## config.mk

```make
export PLATFORM = sky130hd
export DESIGN_NAME = lz77d_cmd_fifo
export DESIGN_NICKNAME = d
export VERILOG_FILES = /design/src/rtl/lz77d_pkg.sv /design/src/rtl/lz77d_cmd_fifo.sv
export SDC_FILE = /design/constraint.sdc
export NUM_CORES = 1
export LEC_CHECK = 0
export BUFFER_PORTS_ARGS = -buffer_cell sky130_fd_sc_hd__buf_2
export CAP_MARGIN = 10
export CORE_AREA = 2 2 93 95
export DETAILED_ROUTE_END_ITERATION = 8
export DIE_AREA = 0 0 95 97
export PLACE_DENSITY = 0.77
export RECOVER_POWER = 25
export SLEW_MARGIN = 20
export SYNTH_ARGS = -nofsm -noshare
export SYNTH_HDL_FRONTEND = slang
export SYNTH_SLANG_ARGS = --single-unit
```

## constraint.sdc

```tcl
create_clock -name clk -period 2.4 [get_ports clk]
set_clock_uncertainty 0.2 [all_clocks]
set_input_delay 0.12 -clock clk [delete_from_list [all_inputs] [get_ports clk]]
set_output_delay 0.12 -clock clk [all_outputs]
set_load 0.02 [all_outputs]
```

## src/rtl/lz77d_pkg.sv

```systemverilog
package lz77d_pkg;

  localparam int WINDOW_DEPTH = 4096;
  localparam int WIN_W        = $clog2(WINDOW_DEPTH);
  localparam int SIZE_BITS    = 24;
  localparam int RAW_SIZE_W   = 24;
  localparam int LEN_W        = 5;
  localparam int Q_DEPTH      = 4;
  localparam int Q_PTR_W      = $clog2(Q_DEPTH);

  localparam logic [7:0]           HDR_LZ77    = 8'h10;
  localparam logic [7:0]           HDR_NONE    = 8'h00;
  localparam logic [LEN_W-1:0]     MIN_MATCH   = LEN_W'(3);
  localparam logic [3:0]           FLAG_COUNT  = 4'd8;
  localparam logic [SIZE_BITS-1:0] SIZE_MAX    = '1;

  typedef enum logic [2:0] {
    PH_IDLE,
    PH_SIZE0,
    PH_SIZE1,
    PH_SIZE2,
    PH_TOKEN,
    PH_LOW
  } phase_t;

  typedef enum logic [1:0] {
    BK_IDLE,
    BK_READ,
    BK_EMIT
  } back_state_t;

  typedef enum logic [1:0] {
    CMD_LIT,
    CMD_COPY,
    CMD_ERR
  } cmd_kind_t;

  typedef struct packed {
    cmd_kind_t        kind;
    logic [7:0]       data;
    logic [WIN_W-1:0] disp;
    logic [LEN_W-1:0] len;
    logic             last;
  } cmd_t;

  typedef struct packed {
    logic full;
    logic empty;
  } q_status_t;

endpackage

```

## src/rtl/lz77d_cmd_fifo.sv

```systemverilog
module lz77d_cmd_fifo (
  input  logic                 clk,
  input  logic                 rst,
  input  logic                 push,
  input  lz77d_pkg::cmd_t      wr_cmd,
  input  logic                 pop,
  output lz77d_pkg::cmd_t      head,
  output lz77d_pkg::q_status_t q_stat
);
  import lz77d_pkg::*;

  cmd_t               entries [Q_DEPTH];
  logic [Q_PTR_W-1:0] wr_ptr;
  logic [Q_PTR_W-1:0] rd_ptr;
  logic [Q_PTR_W:0]   count;

  assign head         = entries[rd_ptr];
  assign q_stat.full  = count == (Q_PTR_W+1)'(Q_DEPTH);
  assign q_stat.empty = count == '0;

  always_ff @(posedge clk) begin
    if (rst) begin
      wr_ptr <= '0;
      rd_ptr <= '0;
      count  <= '0;
    end else begin
      if (push) begin
        wr_ptr <= wr_ptr + Q_PTR_W'(1);
      end
      if (pop) begin
        rd_ptr <= rd_ptr + Q_PTR_W'(1);
      end
      if (push && !pop) begin
        count <= count + (Q_PTR_W+1)'(1);
      end else if (pop && !push) begin
        count <= count - (Q_PTR_W+1)'(1);
      end
    end
  end

  always_ff @(posedge clk) begin
    if (push) begin
      entries[wr_ptr] <= wr_cmd;
    end
  end

endmodule

```

==> results of run 1 <==
==> metal layers <==
metal	up-vias	track usage [%]	share of wire, %	routed length (um)
li1	1007	-	-	-
met1	1123	23.3	42	3220
met4	0	6.69	0.37	28
met2	73	29.4	52	3920
met5	-	0	0	0
met3	4	6.93	5.5	414
==> cell families (layout without fill, tap and decap cells) <==
kind of cell / count (synthesis) / count (layout) / synth area share, %
AO/OA/AOI/OAI: 2 / 2 / 0.221
AND/OR/NAND/NOR: 15 / 15 / 1.63
buffers and inverters: 11 / 132 / 1.88
multiplexers: 30 / 30 / 15.1
adder cells (fa/ha/maj): 6 / 6 / 1.83
flip-flops: 121 / 121 / 78.4
XOR/XNOR: 5 / 5 / 0.969
==> cells in the final DEF, fill, tap and decap left out, drive strengths merged, types with 4 or more instances in the layout <==
cell,n
and2,4
buf,48
clkbuf,37
clkinv,7
dfxtp,9
dlygate4sd3,32
edfxtp,112
ha,5
inv,4
mux4,28
nor2,7
==> cell type report <==
class / instances / area, um^2 / area share (%)
clock buffers: 20 / 425 / 7.35
repair buffers: 97 / 647 / 11.2
inverters: 4 / 15.0 / 0.259
well taps: 105 / 131 / 2.27
multi-input cells: 58 / 896 / 15.5
flip-flops and latches: 121 / 3540 / 61.2
clock inverters: 11 / 130 / 2.25
==> metrics by stage <==
step | cell area (um^2) | total power (uW) | util, % | hold slack (ps)
after floorplan | 4520 | 2850 | - | 18.9
after global placement | 4930 | 3010 | 60.7 | 133
final | 5790 | 5390 | 71.2 | 180
after detailed placement | 4930 | 3020 | 60.7 | 137
after CTS | 5810 | 5450 | 71.4 | 133
after global routing | 5790 | 5590 | 71.2 | 188
==> synth_stat cells <==
library cell  count
ha_1              5
buf_6             1
nor3_1            1
fa_1              1
and2_1            4
edfxtp_1        112
o21ai_0           1
mux2i_1           2
buf_2             3
buf_12            2
nand2_1           1
xor2_1            3
inv_1             4
or3_1             1
nor2_1            7
mux4_2           20
mux4_1            8
a21oi_1           1
xnor2_1           2
nor3b_1           1
clkbuf_1          1
dfxtp_1           9
==> final timing paths <==
path                                       end  slack [ps]  cells after the start
worst max-delay path                  head[21]         220                      3
worst min-delay path            entries[1][13]         180                      2
worst max register to register  entries[2][21]         550                      3
worst min register to register        count[2]         320                      2
==> registers in the layout (all words and copies together) (netlist names), named ones only <==
| name | cells |
|---|---|
| rd_ptr | 2 |
| wr_ptr | 2 |
| entries | 112 |
| count | 3 |
==> power by group through the flow <==
stage                     sequential, uW  combinational (uW)  clock (uW)
after floorplan                     2490                 361           0
after global placement              2490                 514           0
after detailed placement            2500                 525           0
after CTS                           2460                 569        2420
after global routing                2470                 601        2530
final                               2460                 553        2380
==> qor.csv, run 1 <==
stage;metric;value;unit
outcome;status;finished clean;
global_route;total congestion overflow;0;
global_route;first-pass GRT wire length;12000;um
power_and_ir_drop;Psw;1170;uW
clocking;TritonCTS clock tree;done;
min_path;hold_sp;wr_cmd[13];
synthesis;sequential share of the synthesized area;78.4;%
synthesis;Syn Nets;228;
final_layout;fin nets;337;
sta;fmax;0.459;GHz
min_path;Worst Hold Class;in2reg;
power_and_ir_drop;leakage power;0.00204;uW
final_layout;fin cells;416;
sta;final-report hold violation count;0;
detailed_routing;routed length per instance;18.2;um
sta;max-slew violations;0;
global_route;initial antenna violation count;0;
final_layout;Fillers;492;
clocking;hold_buf cts;32;
sta;Sum Neg Setup Slack;0;ps
worst_setup_path;CP Capture Type;output pin;
clocking;Clk pin slew, worst setup/hold paths;60;ps
floorplan;number of top-level pins;62;
clocking;post-CTS sizing;0;
synthesis;post-synth top area cell;edfxtp_1;
floorplan;core area;0.00813;mm^2
worst_setup_path;CP startpoint kind;register;
sta;worst-margin pin slew;780;ps
clocking;CTS root buf;clkbuf_8;
worst_setup_path;Arr. time, crit path;1860;ps
global_route;largest net degree at the start of global routing;29;
sta;final setup margin;222;ps
worst_setup_path;Top delay family on crit path;multiplexers;
clocking;CTS HTree Levels;4;
sta;setup violators final;0;
worst_setup_path;worst path cell trace;buf_12 > mux4_1 > buf_2;
clocking;Clock Sinks;121;
placed_design;Port Buffers;61;
power_and_ir_drop;Sw Ratio;21.7;%
synthesis;Avg Synthesized Cell Area;23.8;um^2
final_layout;Area growth, synth to finish;28.1;%
final_layout;share of post-route cells with drive strength above 1;31.8;%
synthesis;Post-Syn Area;0.00452;mm^2
global_route;vias in the first global route;2327;
worst_setup_path;critical path's largest stage delay;600;ps
synthesis;Synth Instances;190;
synthesis;top cell type's share of synthesized area;74.4;%
power_and_ir_drop;Clk pwr share;44.2;%
detailed_routing;Detail Route Antenna Nets;0;
power_and_ir_drop;Max VDD drop;0.563;mV
clocking;worst skew pair latency;510;ps
worst_setup_path;critical path type;reg2out;
global_route;total track usage;18.5;%
sta;RSZ-0062 raised after global routing;no;
floorplan;Die Span Y;97;um
power_and_ir_drop;sequential fraction of design power;45.6;%
clocking;clock buffer depth;2;
floorplan;die area;0.00922;mm^2
clocking;CTS buffer count;17;
final_layout;antenna cells;0;
sta;min Tclk post-route;2180;ps
floorplan;Die X-Extent;95;um
synthesis;Synth cell types;22;
synthesis;largest cells by area after synthesis;edfxtp_1 74%, mux4_2 10%, mux4_1 4.7%;
worst_setup_path;r2r startpoint;wr_ptr[0];
placed_design;pre-CTS WS;552;ps
worst_setup_path;buffers plus inverters on the worst setup path;2;
detailed_routing;Vias;2207;
power_and_ir_drop;Pwr Density;931;mW/mm^2
detailed_routing;1st-pass router iterations;4;
worst_setup_path;crit path max fanout;28;
power_and_ir_drop;Logic pwr share;10.3;%
clocking;Post CTS Setup Buffer Count;0;
detailed_routing;final WL;7580;um
run;Max Cap Violations;0;
detailed_routing;# DRC;0;
sta;Tcrit/Tclk final;90.7;%
worst_setup_path;Req. time, crit path;2080;ps
synthesis;YS warnings;0;
placed_design;GP Congestion;0.678;
power_and_ir_drop;Internal;4220;uW
placed_design;hpwl dp;4310;um
worst_setup_path;slowest CP cell;mux4_1;
sta;normalized max-slew margin;48.0;%
placed_design;placed insts;353;
floorplan;Cell Rows;33;
synthesis;FF+latch count, synth;121;
detailed_routing;initial DRC count;125;
floorplan;initial core utilization;55.6;%
detailed_routing;Via density;5.31;
(Power assumes the default switching activity.)
==> run 2, diff against run 1 <==
==> constraint.sdc (replaced) <==
create_clock -name clk -period 2.5 [get_ports clk]
set_clock_uncertainty 0.2 [all_clocks]
set_input_delay 0.125 -clock clk [delete_from_list [all_inputs] [get_ports clk]]
set_output_delay 0.125 -clock clk [all_outputs]
set_load 0.02 [all_outputs]
==> run 2 against run 1 <==
  * Register-to-register slack worse by 320 ps
  * Hold slack got worse by 18 ps
  * Critical endpoint is now count[2]
  * Setup slack lost 130 ps
  * Sequential share of layout area fell by 1.2 points
  * Wire length is 0.46% lower
  * Non-clock buffer count grew 6
  * Via count increased by 1.0%
  * Clock power grew 2%
  * First-iteration DRC count decreased by 9.6%
  * Cell count up 1.7%
  * Global-route usage shrank 0.16 points
  * Critical path depth is 7 higher
==> qor.csv, run 2 (same netlist as run 1, synthesis figures left out) <==
stage;metric;value;unit
outcome;status;finished clean;
final_layout;max reg flops;112;
clocking;clock buffer depth;2;
worst_setup_path;buffers plus inverters on the worst setup path;5;
detailed_routing;# DRC;0;
power_and_ir_drop;Sw Ratio;23.0;%
global_route;total track usage;18.3;%
worst_setup_path;CP Capture Type;register;
worst_setup_path;critical path's largest stage delay;590;ps
final_layout;largest registers;entries (112), count (3);
sta;final-report hold violation count;0;
clocking;TritonCTS clock tree;done;
worst_setup_path;Arr. time, crit path;2650;ps
worst_setup_path;Top delay family on crit path;buffers and inverters;
sta;max-slew violations;0;
worst_setup_path;CP startpoint kind;primary input;
final_layout;fin cells;423;
final_layout;antenna cells;0;
detailed_routing;Via density;5.27;
final_layout;Area growth, synth to finish;30.8;%
run;Max Cap Violations;0;
worst_setup_path;slowest CP cell;dlygate4sd3_1;
floorplan;core area;0.00813;mm^2
final_layout;most common cell after layout, fill and taps aside;edfxtp_1;
sta;worst-margin pin slew;488;ps
worst_setup_path;critical path type;in2reg;
worst_setup_path;crit path max fanout;3;
min_path;Worst Hold Class;in2reg;
floorplan;Cell Rows;33;
clocking;CTS HTree Levels;4;
clocking;worst skew pair latency;510;ps
detailed_routing;initial DRC count;113;
sta;Sum Neg Setup Slack;0;ps
final_layout;most frequent cells in the layout;112 x edfxtp_1, 42 x buf_2, 34 x dlygate4sd3_1, 20 x mux4_2, 18 x clkbuf_1;
detailed_routing;Vias;2229;
placed_design;placed insts;357;
clocking;Clk pin slew, worst setup/hold paths;60;ps
global_route;largest net degree at the start of global routing;29;
detailed_routing;routed length per instance;17.8;um
power_and_ir_drop;Psw;1230;uW
sta;min Tclk post-route;2400;ps
final_layout;Largest Register;entries;
detailed_routing;Detail Route Antenna Nets;0;
power_and_ir_drop;Design Power;5340;uW
clocking;Clock Sinks;121;
floorplan;Die Span Y;97;um
global_route;initial antenna violation count;0;
power_and_ir_drop;Clk pwr share;45.5;%
global_route;first-pass GRT wire length;12000;um
floorplan;initial core utilization;55.6;%
power_and_ir_drop;leakage power;0.00208;uW
sta;Hold WS;162;ps
global_route;total congestion overflow;0;
placed_design;pre-CTS WS;610;ps
detailed_routing;final WL;7550;um
worst_setup_path;worst path cell trace;dlygate4sd3_1 > buf_2 > inv_1 > ha_2 > inv_1 > fa_1 > xor2_1 > or3_1 > dlygate4sd3_1 > a21oi_2;
worst_setup_path;Req. time, crit path;2750;ps
power_and_ir_drop;Logic pwr share;10.2;%
power_and_ir_drop;Internal;4110;uW
detailed_routing;1st-pass router iterations;4;
sta;setup violators final;0;
placed_design;hpwl dp;4430;um
sta;RSZ-0062 raised after global routing;no;
floorplan;number of top-level pins;62;
floorplan;Die X-Extent;95;um
placed_design;GP Congestion;0.713;
global_route;vias in the first global route;2379;
clocking;CTS root buf;clkbuf_8;
power_and_ir_drop;Max VDD drop;0.502;mV
final_layout;share of post-route cells with drive strength above 1;34.6;%
sta;fmax;0.416;GHz
power_and_ir_drop;sequential fraction of design power;44.3;%
floorplan;die area;0.00922;mm^2
sta;final setup margin;97.2;ps
placed_design;Port Buffers;61;
clocking;CTS buffer count;17;
worst_setup_path;r2r setup slk;230;ps
sta;Tcrit/Tclk final;96.1;%
clocking;Post CTS Setup Buffer Count;0;
power_and_ir_drop;Pwr Density;903;mW/mm^2
sta;normalized max-slew margin;67.5;%
final_layout;fin nets;343;
## run 2: final cells by class
| class | count | area (um^2) |
|---|---|---|
| clock buffers | 17 | 414 |
| well taps | 105 | 131 |
| inverters | 4 | 15.0 |
| repair buffers | 103 | 711 |
| multi-input cells | 58 | 902 |
| clock inverters | 15 | 189 |
| flip-flops and latches | 121 | 3550 |
| fillers | 490 | 2220 |
## run 2: path summary, 6_finish.rpt
check	start	end	cells past startpoint
min	wr_cmd[18]	entries[3][18]	2
min reg2reg	count[2]	count[2]	2
max	pop	count[2]	10
max reg2reg	count[0]	count[2]	5
## run 2: what timing repair did
item | in CTS | in global routing
endpoints found under the setup margin | 0 | 2
endpoints found under the hold margin | 121 | 0
hold buffers | 34 | 0
resized for setup | 0 | 4
## run 2: stage by stage
stage                     area [um^2]  util [%]
final                            5910      72.7
after global routing             5910      72.7
after CTS                        5920      72.8
after detailed placement         4980      61.2
after global placement           4980      61.2
after floorplan                  4520         -
## run 2: worst reg2reg max path, stage by stage, from the launching register on
cell and delay, ps:
dfxtp_1 350, fa_1 440, xor2_1 180, or3_1 310
dlygate4sd3_1 590, a21oi_2 140
## run 2: power by group through the flow
stage	sequential (uW)	clock (uW)	combinational (uW)
floorplan	2390	0	347
global placement	2400	0	493
detailed placement	2410	0	503
CTS	2370	2470	551
global route	2380	2560	589
finish	2360	2430	543
## run 2: routing by layer
| layer | GRT usage [%] | vias to the layer above | wire (um) |
|---|---|---|---|
| li1 | - | 1022 | - |
| met1 | 24.2 | 1137 | 3330 |
| met2 | 27.9 | 60 | 3750 |
| met3 | 6.46 | 10 | 351 |
| met4 | 7.69 | 0 | 108 |
| met5 | 0 | - | 0 |
