$ cat config.mk
export PLATFORM = sky130hd
export DESIGN_NAME = lz77d_front_flat
export DESIGN_NICKNAME = d
export VERILOG_FILES = /design/src/rtl/lz77d_pkg.sv /design/src/rtl/lz77d_channels.sv /design/src/rtl/lz77d_front.sv /design/src/flat_wrapper.sv
export SDC_FILE = /design/constraint.sdc
export NUM_CORES = 1
export LEC_CHECK = 0
export ABC_AREA = 1
export BUFFER_PORTS_ARGS = -buffer_cell sky130_fd_sc_hd__buf_4
export CAP_MARGIN = 20
export CORE_MARGIN = 2
export CORE_UTILIZATION = 44
export CTS_BUF_LIST = sky130_fd_sc_hd__clkbuf_4
export DETAILED_ROUTE_END_ITERATION = 10
export GPL_TIMING_DRIVEN = 0
export PLACE_DENSITY = 0.61
export SETUP_SLACK_MARGIN = 0.5
export SYNTH_ARGS = -nofsm -noshare
export SYNTH_HDL_FRONTEND = slang
export SYNTH_SLANG_ARGS = --single-unit
$ cat constraint.sdc
create_clock -name clk -period 6.5 [get_ports clk]
set_clock_uncertainty 0.15 [all_clocks]
set_input_delay 0.325 -clock clk [delete_from_list [all_inputs] [get_ports clk]]
set_output_delay 0.325 -clock clk [all_outputs]
set_load 0.01 [all_outputs]
$ cat src/rtl/lz77d_pkg.sv
package lz77d_pkg;

  localparam int WINDOW_DEPTH = 4096;
  localparam int WIN_W        = $clog2(WINDOW_DEPTH);
  localparam int SIZE_BITS    = 24;
  localparam int RAW_SIZE_W   = 24;
  localparam int LEN_W        = 5;
  localparam int Q_DEPTH      = 4;
  localparam int Q_PTR_W      = $clog2(Q_DEPTH);

  localparam logic [7:0]           HDR_LZ77    = 8'h10;
  localparam logic [7:0]           HDR_NONE    = 8'h00;
  localparam logic [LEN_W-1:0]     MIN_MATCH   = LEN_W'(3);
  localparam logic [3:0]           FLAG_COUNT  = 4'd8;
  localparam logic [SIZE_BITS-1:0] SIZE_MAX    = '1;

  typedef enum logic [2:0] {
    PH_IDLE,
    PH_SIZE0,
    PH_SIZE1,
    PH_SIZE2,
    PH_TOKEN,
    PH_LOW
  } phase_t;

  typedef enum logic [1:0] {
    BK_IDLE,
    BK_READ,
    BK_EMIT
  } back_state_t;

  typedef enum logic [1:0] {
    CMD_LIT,
    CMD_COPY,
    CMD_ERR
  } cmd_kind_t;

  typedef struct packed {
    cmd_kind_t        kind;
    logic [7:0]       data;
    logic [WIN_W-1:0] disp;
    logic [LEN_W-1:0] len;
    logic             last;
  } cmd_t;

  typedef struct packed {
    logic full;
    logic empty;
  } q_status_t;

endpackage

$ cat src/rtl/lz77d_channels.sv
interface lz77d_in_if;
  logic       valid;
  logic       ready;
  logic [7:0] in_byte;
  logic       stream_start;

  modport source (output valid, output in_byte, output stream_start, input ready);
  modport sink (input valid, input in_byte, input stream_start, output ready);
endinterface


$ cat src/rtl/lz77d_front.sv
module lz77d_front (
  input  logic                 clk,
  input  logic                 rst,
  lz77d_in_if.sink             comp,
  input  lz77d_pkg::q_status_t q_stat,
  output logic                 push,
  output lz77d_pkg::cmd_t      cmd
);
  import lz77d_pkg::*;

  phase_t                phase, phase_next;
  logic [SIZE_BITS-1:0]  remaining, remaining_next;
  logic [SIZE_BITS-1:0]  produced, produced_next;
  logic [7:0]            flag_bits, flag_bits_next;
  logic [3:0]            flag_index, flag_index_next;
  logic [7:0]            held_high, held_high_next;
  logic [15:0]           size_lo, size_lo_next;

  logic                  take;
  logic [WIN_W-1:0]      disp;
  logic [LEN_W-1:0]      ref_len;
  logic [LEN_W-1:0]      copy_len;
  logic                  ref_bad;
  logic                  copy_last;
  logic [RAW_SIZE_W-1:0] size_full;
  logic [SIZE_BITS-1:0]  size_sat;

  assign comp.ready = !q_stat.full;
  assign take       = comp.valid && comp.ready;

  assign disp      = {held_high[3:0], comp.in_byte};
  assign ref_len   = {1'b0, held_high[7:4]} + MIN_MATCH;
  assign ref_bad   = (SIZE_BITS'(disp) + SIZE_BITS'(1)) > produced;
  assign copy_last = remaining <= SIZE_BITS'(ref_len);
  assign copy_len  = copy_last ? remaining[LEN_W-1:0] : ref_len;
  assign size_full = {comp.in_byte, size_lo};
  assign size_sat  = (size_full > RAW_SIZE_W'(SIZE_MAX)) ? SIZE_MAX
                                                        : size_full[SIZE_BITS-1:0];

  always_comb begin
    phase_next = phase;
    if (take) begin
      if (comp.stream_start) begin
        phase_next = (comp.in_byte == HDR_LZ77) ? PH_SIZE0 : PH_IDLE;
      end else begin
        unique case (phase)
          PH_IDLE:  phase_next = PH_IDLE;
          PH_SIZE0: phase_next = PH_SIZE1;
          PH_SIZE1: phase_next = PH_SIZE2;
          PH_SIZE2: phase_next = (size_sat == '0) ? PH_IDLE : PH_TOKEN;
          PH_TOKEN: begin
            if (flag_index != '0) begin
              if (flag_bits[7]) begin
                phase_next = PH_LOW;
              end else if (remaining == SIZE_BITS'(1)) begin
                phase_next = PH_IDLE;
              end
            end
          end
          PH_LOW:   phase_next = (ref_bad || copy_last) ? PH_IDLE : PH_TOKEN;
          default:  phase_next = PH_IDLE;
        endcase
      end
    end
  end

  always_comb begin
    remaining_next  = remaining;
    produced_next   = produced;
    flag_bits_next  = flag_bits;
    flag_index_next = flag_index;
    held_high_next  = held_high;
    size_lo_next    = size_lo;
    push            = 1'b0;
    cmd             = '0;
    if (take) begin
      if (comp.stream_start) begin
        remaining_next  = '0;
        produced_next   = '0;
        flag_bits_next  = '0;
        flag_index_next = '0;
        held_high_next  = '0;
        if (comp.in_byte != HDR_NONE && comp.in_byte != HDR_LZ77) begin
          push      = 1'b1;
          cmd.kind  = CMD_ERR;
          cmd.last  = 1'b1;
        end
      end else begin
        unique case (phase)
          PH_IDLE:  ;
          PH_SIZE0: size_lo_next = {8'h00, comp.in_byte};
          PH_SIZE1: size_lo_next[15:8] = comp.in_byte;
          PH_SIZE2: remaining_next = size_sat;
          PH_TOKEN: begin
            if (flag_index == '0) begin
              flag_bits_next  = comp.in_byte;
              flag_index_next = FLAG_COUNT;
            end else if (!flag_bits[7]) begin
              flag_bits_next  = {flag_bits[6:0], 1'b0};
              flag_index_next = flag_index - 4'd1;
              push            = 1'b1;
              cmd.kind        = CMD_LIT;
              cmd.data        = comp.in_byte;
              cmd.last        = remaining == SIZE_BITS'(1);
              remaining_next  = remaining - SIZE_BITS'(1);
              produced_next   = produced + SIZE_BITS'(1);
            end else begin
              held_high_next = comp.in_byte;
            end
          end
          PH_LOW: begin
            flag_bits_next  = {flag_bits[6:0], 1'b0};
            flag_index_next = flag_index - 4'd1;
            push            = 1'b1;
            if (ref_bad) begin
              cmd.kind = CMD_ERR;
              cmd.last = 1'b1;
            end else begin
              cmd.kind       = CMD_COPY;
              cmd.disp       = disp;
              cmd.len        = copy_len;
              cmd.last       = copy_last;
              remaining_next = remaining - SIZE_BITS'(copy_len);
              produced_next  = produced + SIZE_BITS'(copy_len);
            end
          end
          default: ;
        endcase
      end
    end
  end

  always_ff @(posedge clk) begin
    if (rst) begin
      phase      <= PH_IDLE;
      remaining  <= '0;
      produced   <= '0;
      flag_bits  <= '0;
      flag_index <= '0;
      held_high  <= '0;
    end else begin
      phase      <= phase_next;
      remaining  <= remaining_next;
      produced   <= produced_next;
      flag_bits  <= flag_bits_next;
      flag_index <= flag_index_next;
      held_high  <= held_high_next;
    end
  end

  always_ff @(posedge clk) begin
    size_lo <= size_lo_next;
  end

endmodule

$ cat src/flat_wrapper.sv
// flat-port wrapper written by rule: the top's interface ports become plain ports
module lz77d_front_flat import lz77d_pkg::*;
  (clk, rst, q_stat, push, cmd, comp_valid, comp_in_byte, comp_stream_start, comp_ready);
  lz77d_in_if comp_i ();
  input  logic clk;
  input  logic rst;
  input  lz77d_pkg::q_status_t q_stat;
  output logic push;
  output lz77d_pkg::cmd_t cmd;
  input wire logic [$bits(comp_i.valid)-1:0] comp_valid;
  input wire logic [$bits(comp_i.in_byte)-1:0] comp_in_byte;
  input wire logic [$bits(comp_i.stream_start)-1:0] comp_stream_start;
  output wire logic [$bits(comp_i.ready)-1:0] comp_ready;
  assign comp_i.valid = comp_valid;
  assign comp_i.in_byte = comp_in_byte;
  assign comp_i.stream_start = comp_stream_start;
  assign comp_ready = comp_i.ready;
  lz77d_front u_core (.clk(clk), .rst(rst), .comp(comp_i), .q_stat(q_stat), .push(push), .cmd(cmd));
endmodule
==> results of run 1 <==
-- power by group through the flow --
stage               Combinational [mW]  Clock, mW  Sequential (mW)
finish                           0.442      0.340            0.572
floorplan                        0.313          0            0.579
detailed placement               0.427          0            0.583
global placement                 0.426          0            0.583
global route                     0.499      0.368            0.573
CTS                              0.434      0.346            0.571
-- final timing paths --
path	startpoint	end	slack, ns	cells after the start
hold reg to reg	u_core.flag_bits[1]	u_core.flag_bits[1]	0.32	2
hold / removal	comp_stream_start	u_core.remaining[8]	0.18	4
setup reg to reg	u_core.held_high[4]	u_core.produced[12]	2.01	26
setup / recovery	comp_in_byte[2]	cmd[11]	1.65	23
-- layout by cell type, fill, tap and decap left out, types with 3 or more instances in the layout --
| cell | synthesis | routed |
|---|---|---|
| nand2_1 | 300 | 300 |
| nor2_1 | 162 | 162 |
| inv_1 | 159 | 159 |
| nand3_1 | 112 | 112 |
| a21oi_1 | 88 | 88 |
| dfxtp_1 | 71 | 71 |
| o21ai_0 | 48 | 48 |
| buf_4 | 2 | 42 |
| ha_1 | 36 | 36 |
| xor2_1 | 31 | 31 |
| nor3_1 | 22 | 22 |
| nand4_1 | 22 | 22 |
| clkbuf_1 | 17 | 17 |
| edfxtp_1 | 16 | 16 |
| buf_2 | 11 | 11 |
| clkbuf_4 | 0 | 9 |
| inv_2 | 8 | 8 |
| o21ai_1 | 8 | 8 |
| dlygate4sd3_1 | 0 | 8 |
| nor4_1 | 6 | 6 |
| a31oi_1 | 6 | 6 |
| o22ai_1 | 6 | 6 |
| clkinv_1 | 4 | 5 |
| or2_2 | 5 | 5 |
| xnor2_1 | 5 | 5 |
| nor2_2 | 4 | 4 |
| nand3_2 | 3 | 3 |
| a211oi_1 | 3 | 3 |
| o221ai_1 | 3 | 3 |
-- critical path, stage by stage --
cell	delay, ns
dlygate4sd3_1	0.56
buf_4	0.12
buf_2	0.18
nand3_1	0.14
nor2_1	0.11
nand2_1	0.08
nor3_1	0.30
nand3_1	0.18
nor3_1	0.21
xor2_1	0.17
inv_1	0.05
ha_1	0.28
nand2_1	0.07
o21ai_0	0.29
nand2_1	0.07
o21ai_0	0.08
nand2_1	0.07
nand2_1	0.07
nand2_1	0.10
nand3_1	0.39
buf_2	0.30
nor2_1	0.06
buf_4	0.15
-- routing by layer --
layer / track usage (%) / vias to the layer above / wire [um]
li1: - / 3977 / -
met1: 41.6 / 3546 / 11700
met2: 40.3 / 368 / 9780
met3: 5.42 / 43 / 2370
met4: 8.88 / 0 / 535
met5: 0 / - / 0
-- what timing repair did --
item,4_1_cts,5_1_grt
hold endpoints to repair,13,0
hold buffers,8,0
gates resized for setup,0,0
-- area by class of cell --
cell class / instances / share of cell area, %
repair buffers: 48 / 4.74
well taps: 216 / 3.37
flip-flops and latches: 87 / 23.7
diodes: 1 / 0.0312
plain buffers: 34 / 2.04
clock inverters: 7 / 0.889
multi-input cells: 894 / 56.3
inverters: 172 / 8.08
clock buffers: 9 / 0.843
-- registers in the layout (all words and copies together) (netlist names) --
name / count
u_core.phase: 3
u_core.size_lo: 16
u_core.remaining: 24
u_core.produced: 24
u_core.flag_bits: 8
u_core.flag_index: 4
u_core.held_high: 8
-- kinds of logic (layout without fill, tap and decap cells) --
logic type      Yosys count  in the layout  share of synthesized area [%]
simple gates            644            644                           38.1
compound gates          176            176                           13.2
flops                    87             87                           26.3
buf+inv                 206            270                           11.2
fa+ha+maj                38             38                           6.79
other cells               0              1                              0
xor+xnor                 36             36                           4.36
==> implementation parameters, run 1 <==
Parameter                              Value

Synthesis
  Proportion of synthesized chip area in sequential cells    26.3%
  Count of different cell masters after synthesis    47
  Cell Area, Synth    7230 sq um
  Post-synthesis area per instance    6.09 sq um
  Yosys top cell area share    19.7%
  Most common cell in the synthesized netlist    nand2_1
  Most frequent cells after synthesis    300 x nand2_1, 162 x nor2_1, 159 x inv_1, 112 x nand3_1, 88 x a21oi_1
  Syn nets    1239
  Dominant synthesized flop cell    dfxtp_1
  Number of synthesized register bits    87
  Share of synthesized registers carrying an async set or reset    0%
  Post-synthesis cell count    1187
  Synth area leader    dfxtp_1
  Number of synthesis warnings    0
  Top area cells in the synthesized netlist    dfxtp_1 20%, nand2_1 16%, nor2_1 8.4%, inv_1 8.3%, nand3_1 7.8%
  Number of flops mapped to enable cells by yosys    16

Power and ir drop
  Clock network power share    25.1%
  Combinational share of power    32.6%
  Sequential fraction of design power    42.2%
  Pint    814 uW
  Switching share of total power    39.9%
  Power density cells    169 nW/um^2
  Peak supply drop    87.9 uV
  Leak    3.61 nW
  Sw power    540 uW
  Post-route total power    1.35 mW

Place
  Final weighted congestion in routability-driven placement    0.960
  Placed cells    1443
  Number of input and output port buffers inserted    40
  Placed Area    7800 sq um
  Setup WS pre-CTS    2.11 ns
  Half-perimeter wire length of the detailed placement result    18700 um

GRT
  Global-route wire length before repair    38600 um
  Antenna violations before repair    1
  Global-route congestion overflow total    0
  Total GRT Usage    28.0%
  Via count of the first global-routing pass    7132
  Largest net degree at the start of global routing    16

Route
  DRC errors left    0
  Initial detailed-routing violation count    749
  DR vias/cell    5.40
  Vias after detailed routing    7934
  Wire per inst    16.6 um
  Final WL    24400 um
  Antenna-violating nets left    0
  Drt first pass iters    5

Floorplanning
  Std-Cell Rows    46
  Overall die height    132 um
  Starting density of the core    45.3%
  Die Width    132 um
  Placeable Area    15900 sq um
  Overall die area    17500 sq um
  Count of pins on the block boundary    44

Timing
  Min Tclk post-route    4.85 ns
  Final worst-path setup slack    1.65 ns
  Fmax    0.206 GHz
  Worst Hold Slack    0.177 ns
  Crit share post-route    74.6%
  Total count of hold-check failures in the final report    0
  Unrepaired setup endpoints after global routing    no
  Worst Max-Slew Pin Slew    0.863 ns
  Count of endpoints failing setup in the final report    0
  Tightest slew margin relative to the limit    42.5%
  Final count of pins violating max slew    0
  Final sum of negative setup slack    0 ns

Clock tree
  Clock buffer count from CTS    9
  H-tree levels    3
  Clock insertion delay at the later pin of the skew report    0.49 ns
  TritonCTS sink count    87
  Number of post-CTS setup repair buffers    0
  Clock input transition at the sequential cells of the worst setup and hold paths    0.15 ns
  Clock Path Buffers    2
  Root buffer selected by CTS    clkbuf_4
  TritonCTS clock tree    built

Cells and area
  Area taken by multi-input logic gates    4510 sq um
  Register area    1900 sq um
  Fraction of final layout cells sized beyond drive strength 1    7.83%
  Fin cells    1468
  Post-layout utilization of the core    50.3%
  Nets    1298
  Final standard cell area without fillers    8020 sq um
  Filler Cell Count    1794
  Area added between synthesis and finish    11.0%

Setup path
  Largest fanout on the critical path    10
  Worst Setup End Kind    output pin
  Arrival time at the worst endpoint    4.38 ns
  Setup CP Type    in -> out
  Worst Setup Start Kind    primary input
  Data required time of the worst path    6.02 ns

Min path
  Class of the worst hold path    in -> reg

Run status
  Status    completed

Run
  Count of maximum capacitance violations    0
Power figures use the tool's default switching activity.
==> inputs of run 2 (changes only) <==
==> constraint.sdc (replaced) <==
create_clock -name clk -period 4.6 [get_ports clk]
set_clock_uncertainty 0.15 [all_clocks]
set_input_delay 0.23 -clock clk [delete_from_list [all_inputs] [get_ports clk]]
set_output_delay 0.23 -clock clk [all_outputs]
set_load 0.01 [all_outputs]
==> implementation parameters, run 2 (synthesis results as in run 1) <==
Parameter                              Value

Setup path
  Worst Setup End Kind    flip-flop
  R2R depth    24
  Setup CP Type    reg -> reg
  Worst Setup Start Kind    flip-flop
  Largest fanout on the critical path    5
  Data required time of the worst path    4.81 ns
  Arrival time at the worst endpoint    4.22 ns

Run
  Count of maximum capacitance violations    0

GRT
  Total GRT Usage    28.2%
  Largest net degree at the start of global routing    16
  Global-route congestion overflow total    0
  Via count of the first global-routing pass    7188
  Global-route wire length before repair    38900 um
  Antenna violations before repair    1

Cells and area
  Area added between synthesis and finish    13.7%
  Fraction of final layout cells sized beyond drive strength 1    10.4%
  Most common library cell in the layout ignoring fill and taps    nand2_1
  Nets    1307
  Post-layout utilization of the core    51.5%
  Largest registers    u_core.produced: 24 flops, u_core.remaining: 24 flops, u_core.size_lo: 16 flops
  Commonest non-fill, non-tap cells in the layout    298 x nand2_1, 160 x nor2_1, 157 x inv_1

Timing
  Fmax    0.250 GHz
  Tightest slew margin relative to the limit    43.4%
  Final count of pins violating max slew    0
  Crit share post-route    87.1%
  Total count of hold-check failures in the final report    0
  Count of endpoints failing setup in the final report    0
  Min Tclk post-route    4.00 ns
  Unrepaired setup endpoints after global routing    no
  Final sum of negative setup slack    0 ns
  Worst Max-Slew Pin Slew    0.848 ns

Floorplanning
  Overall die area    17500 sq um
  Die Width    132 um
  Count of pins on the block boundary    44
  Std-Cell Rows    46
  Overall die height    132 um
  Starting density of the core    45.3%
  Placeable Area    15900 sq um

Clock tree
  Clock insertion delay at the later pin of the skew report    0.51 ns
  Clock buffer count from CTS    9
  TritonCTS sink count    87
  TritonCTS clock tree    built
  Clock input transition at the sequential cells of the worst setup and hold paths    0.18 ns
  Root buffer selected by CTS    clkbuf_4
  Clock Path Buffers    2
  H-tree levels    3

Power and ir drop
  Leak    3.67 nW
  Power density cells    238 nW/um^2
  Post-route total power    1.95 mW
  Peak supply drop    124 uV

Run status
  Status    completed

Route
  DRC errors left    0
  DR vias/cell    5.43
  Drt first pass iters    6
  Initial detailed-routing violation count    793
  Final WL    25000 um
  Antenna-violating nets left    0
  Vias after detailed routing    8021
  Wire per inst    16.9 um

Place
  Number of input and output port buffers inserted    40
  Final weighted congestion in routability-driven placement    0.960
  Half-perimeter wire length of the detailed placement result    18700 um

Min path
  Class of the worst hold path    in -> reg
  WHS Path Cells    5
## run 2: area by class of cell
class,instances,area (sq um)
Clock inverter,7,71.3
Fill cell,1782,7720
Tap cell,216,270
Inverter,172,648
Buffer,34,170
Clock buffer,9,67.6
Sequential cell,87,1910
Antenna cell,1,2.50
Multi-Input combinational cell,894,4630
Timing Repair Buffer,57,448
## run 2: worst paths after layout
path	startpoint	endpoint	slack, ns
worst max-delay path	u_core.held_high[5]	u_core.produced[8]	0.60
worst min-delay path	comp_in_byte[5]	u_core.remaining[21]	0.03
worst max register to register	u_core.held_high[5]	u_core.produced[8]	0.60
worst min register to register	u_core.flag_bits[1]	u_core.flag_bits[1]	0.33
## run 2: repair_timing
| item | in CTS | in global routing |
|---|---|---|
| setup endpoints to repair | 10 | 56 |
| pin swaps | 1 | 14 |
| hold endpoints to repair | 14 | 0 |
| resized for setup | 6 | 33 |
| buffers inserted | 0 | 8 |
| cloned | 0 | 1 |
| hold buffers | 8 | 0 |
## run 2: power by group
part / switching, mW / internal, mW
combinational: 0.451 / 0.213
clock: 0.314 / 0.166
sequential: 0.0182 / 0.790
total: 0.783 / 1.17
## run 2: worst max-delay path, cell delays in order (launching register included)
cell,delay (ns)
dfxtp_2,0.39
inv_1,0.08
ha_4,0.17
nand3b_1,0.22
ha_1,0.33
nand2_1,0.08
nor2_2,0.13
nand4_1,0.09
nand2_1,0.09
nand2_2,0.08
buf_6,0.16
o21ai_2,0.12
inv_1,0.07
nand2_1,0.07
ha_2,0.20
inv_1,0.08
fa_2,0.41
o31ai_4,0.29
nand2_1,0.10
nand2_2,0.12
buf_4,0.13
xor2_1,0.14
nor2_1,0.06
nand2_1,0.09
a21oi_1,0.06
## run 2: routing by layer
layer,vias up,GRT usage (%),wire (um)
met5,-,0,0
met4,0,9.66,608
met3,48,5.31,2420
met1,3612,42.0,11800
li1,3982,-,-
met2,379,40.2,10200
## run 2: metrics by stage
step                      hold slack, ns  setup slack [ns]  cells  instance area, sq um
after floorplan                    0.179             0.906   1187                  7230
after global placement             0.280             0.267   1443                  7800
after detailed placement           0.288             0.210   1443                  7800
after CTS                         0.0154             0.514   1467                  8050
after global routing              0.0741             0.418   1477                  8220
final                             0.0294             0.595   1477                  8220
==> inputs of run 3 (changes only) <==
--- a/config.mk
+++ b/config.mk
@@ -14,6 +14,7 @@
 export DETAILED_ROUTE_END_ITERATION = 10
 export GPL_TIMING_DRIVEN = 0
 export PLACE_DENSITY = 0.61
+export RECOVER_POWER = 25
 export SETUP_SLACK_MARGIN = 0.5
 export SYNTH_ARGS = -nofsm -noshare
 export SYNTH_HDL_FRONTEND = slang
==> implementation parameters, run 3 (synthesis results as in run 1) <==
Parameter                              Value

Cells and area
  Fin cells    1477
  Commonest non-fill, non-tap cells in the layout    298 x nand2_1, 162 x nor2_1, 160 x inv_1
  Fraction of final layout cells sized beyond drive strength 1    9.13%
  Post-layout utilization of the core    51.1%
  Area taken by multi-input logic gates    4610 sq um
  Nets    1307
  Filler Cell Count    1789
  Final standard cell area without fillers    8150 sq um
  Most common library cell in the layout ignoring fill and taps    nand2_1
  Area added between synthesis and finish    12.8%
  Largest registers    u_core.produced: 24 flops, u_core.remaining: 24 flops, u_core.size_lo: 16 flops
  Register area    1910 sq um

Power and ir drop
  Post-route total power    1.95 mW
  Peak supply drop    125 uV
  Power density cells    239 nW/um^2
  Pint    1.16 mW
  Switching share of total power    40.2%
  Combinational share of power    33.7%
  Sw power    783 uW
  Sequential fraction of design power    41.4%
  Clock network power share    24.9%
  Leak    3.62 nW

Timing
  Tightest slew margin relative to the limit    44.0%
  Final sum of negative setup slack    0 ns
  Worst Hold Slack    0.0366 ns
  Count of endpoints failing setup in the final report    0
  Final worst-path setup slack    0.590 ns
  Unrepaired setup endpoints after global routing    no
  Fmax    0.249 GHz
  Min Tclk post-route    4.01 ns
  Total count of hold-check failures in the final report    0
  Final count of pins violating max slew    0
  Worst Max-Slew Pin Slew    0.840 ns
  Crit share post-route    87.2%

Place
  Placed Area    7800 sq um
  Number of input and output port buffers inserted    40
  Final weighted congestion in routability-driven placement    0.960
  Placed cells    1443
  Half-perimeter wire length of the detailed placement result    18700 um
  Setup WS pre-CTS    0.210 ns

GRT
  Antenna violations before repair    1
  Global-route wire length before repair    38900 um
  Total GRT Usage    28.2%
  Global-route congestion overflow total    0
  Largest net degree at the start of global routing    16
  Via count of the first global-routing pass    7188

Clock tree
  Clock input transition at the sequential cells of the worst setup and hold paths    0.15 ns
  H-tree levels    3
  Clock insertion delay at the later pin of the skew report    0.51 ns
  TritonCTS clock tree    built
  Clock buffer count from CTS    9
  TritonCTS sink count    87
  Root buffer selected by CTS    clkbuf_4
  Clock Path Buffers    2

Route
  Vias after detailed routing    8036
  Drt first pass iters    7
  DRC errors left    0
  Initial detailed-routing violation count    809
  Final WL    24900 um
  Antenna-violating nets left    0
  Wire per inst    16.9 um
  DR vias/cell    5.44

Setup path
  Largest fanout on the critical path    5
  Setup CP Type    reg -> reg
  Worst Setup Start Kind    flip-flop
  Data required time of the worst path    4.81 ns
  Arrival time at the worst endpoint    4.22 ns
  Worst Setup End Kind    flip-flop

Floorplanning
  Starting density of the core    45.3%
  Overall die height    132 um
  Count of pins on the block boundary    44
  Placeable Area    15900 sq um
  Std-Cell Rows    46
  Die Width    132 um
  Overall die area    17500 sq um

Min path
  Class of the worst hold path    in -> reg

Run status
  Status    completed

Run
  Count of maximum capacitance violations    0
-- run 3: worst max-delay path, stage by stage (launching register included) --
cell and delay (ns):
dfxtp_2 0.40, inv_2 0.07, ha_4 0.16, nand3b_1 0.22
ha_1 0.33, nand2_1 0.08, nor2_2 0.13, nand4_1 0.09
nand2_1 0.09, nand2_2 0.07, buf_6 0.16, o21ai_2 0.12
inv_1 0.07, nand2_1 0.07, ha_2 0.20, inv_1 0.08
fa_2 0.41, o31ai_4 0.28, nand2_1 0.10, nand2_2 0.12
buf_4 0.13, xor2_1 0.14, nor2_1 0.06, nand2_1 0.09
a21oi_1 0.06
-- run 3: layout make-up --
type / instances / share of cell area [%]
Tap cell: 216 / 3.31
Multi-Input combinational cell: 894 / 56.5
Timing Repair Buffer: 57 / 5.08
Clock buffer: 9 / 0.829
Inverter: 172 / 7.93
Clock inverter: 7 / 0.875
Sequential cell: 87 / 23.4
Antenna cell: 1 / 0.0307
Buffer: 34 / 2.07
-- run 3: power by group through the flow --
| stage | Clock [mW] | Sequential, mW | Combinational (mW) |
|---|---|---|---|
| after detailed placement | 0 | 0.823 | 0.604 |
| after floorplan | 0 | 0.818 | 0.443 |
| final | 0.484 | 0.807 | 0.656 |
| after CTS | 0.489 | 0.807 | 0.616 |
| after global placement | 0 | 0.823 | 0.601 |
| after global routing | 0.521 | 0.809 | 0.736 |
-- run 3: worst paths after layout --
| path | depth (start not counted) | startpoint | endpoint | slack, ns |
|---|---|---|---|---|
| max | 24 | u_core.held_high[4] | u_core.produced[8] | 0.59 |
| min | 4 | comp_stream_start | u_core.remaining[8] | 0.04 |
| max reg2reg | 24 | u_core.held_high[4] | u_core.produced[8] | 0.59 |
| min reg2reg | 2 | u_core.flag_bits[1] | u_core.flag_bits[1] | 0.33 |
-- run 3: repair_timing --
| item | CTS | global route |
|---|---|---|
| gates resized for setup | 6 | 33 |
| pin swaps | 1 | 14 |
| hold endpoints to repair | 14 | 0 |
| cloned | 0 | 1 |
| setup buffers | 0 | 8 |
| hold buffers | 8 | 0 |
| setup endpoints to repair | 10 | 56 |
-- run 3: routing by layer --
metal	part of all wire [%]	track usage, %	vias to the layer above
met5	0	0	-
met4	2.5	9.66	0
met3	9.1	5.31	52
met2	41	40.2	368
met1	48	42.0	3626
li1	-	-	3990
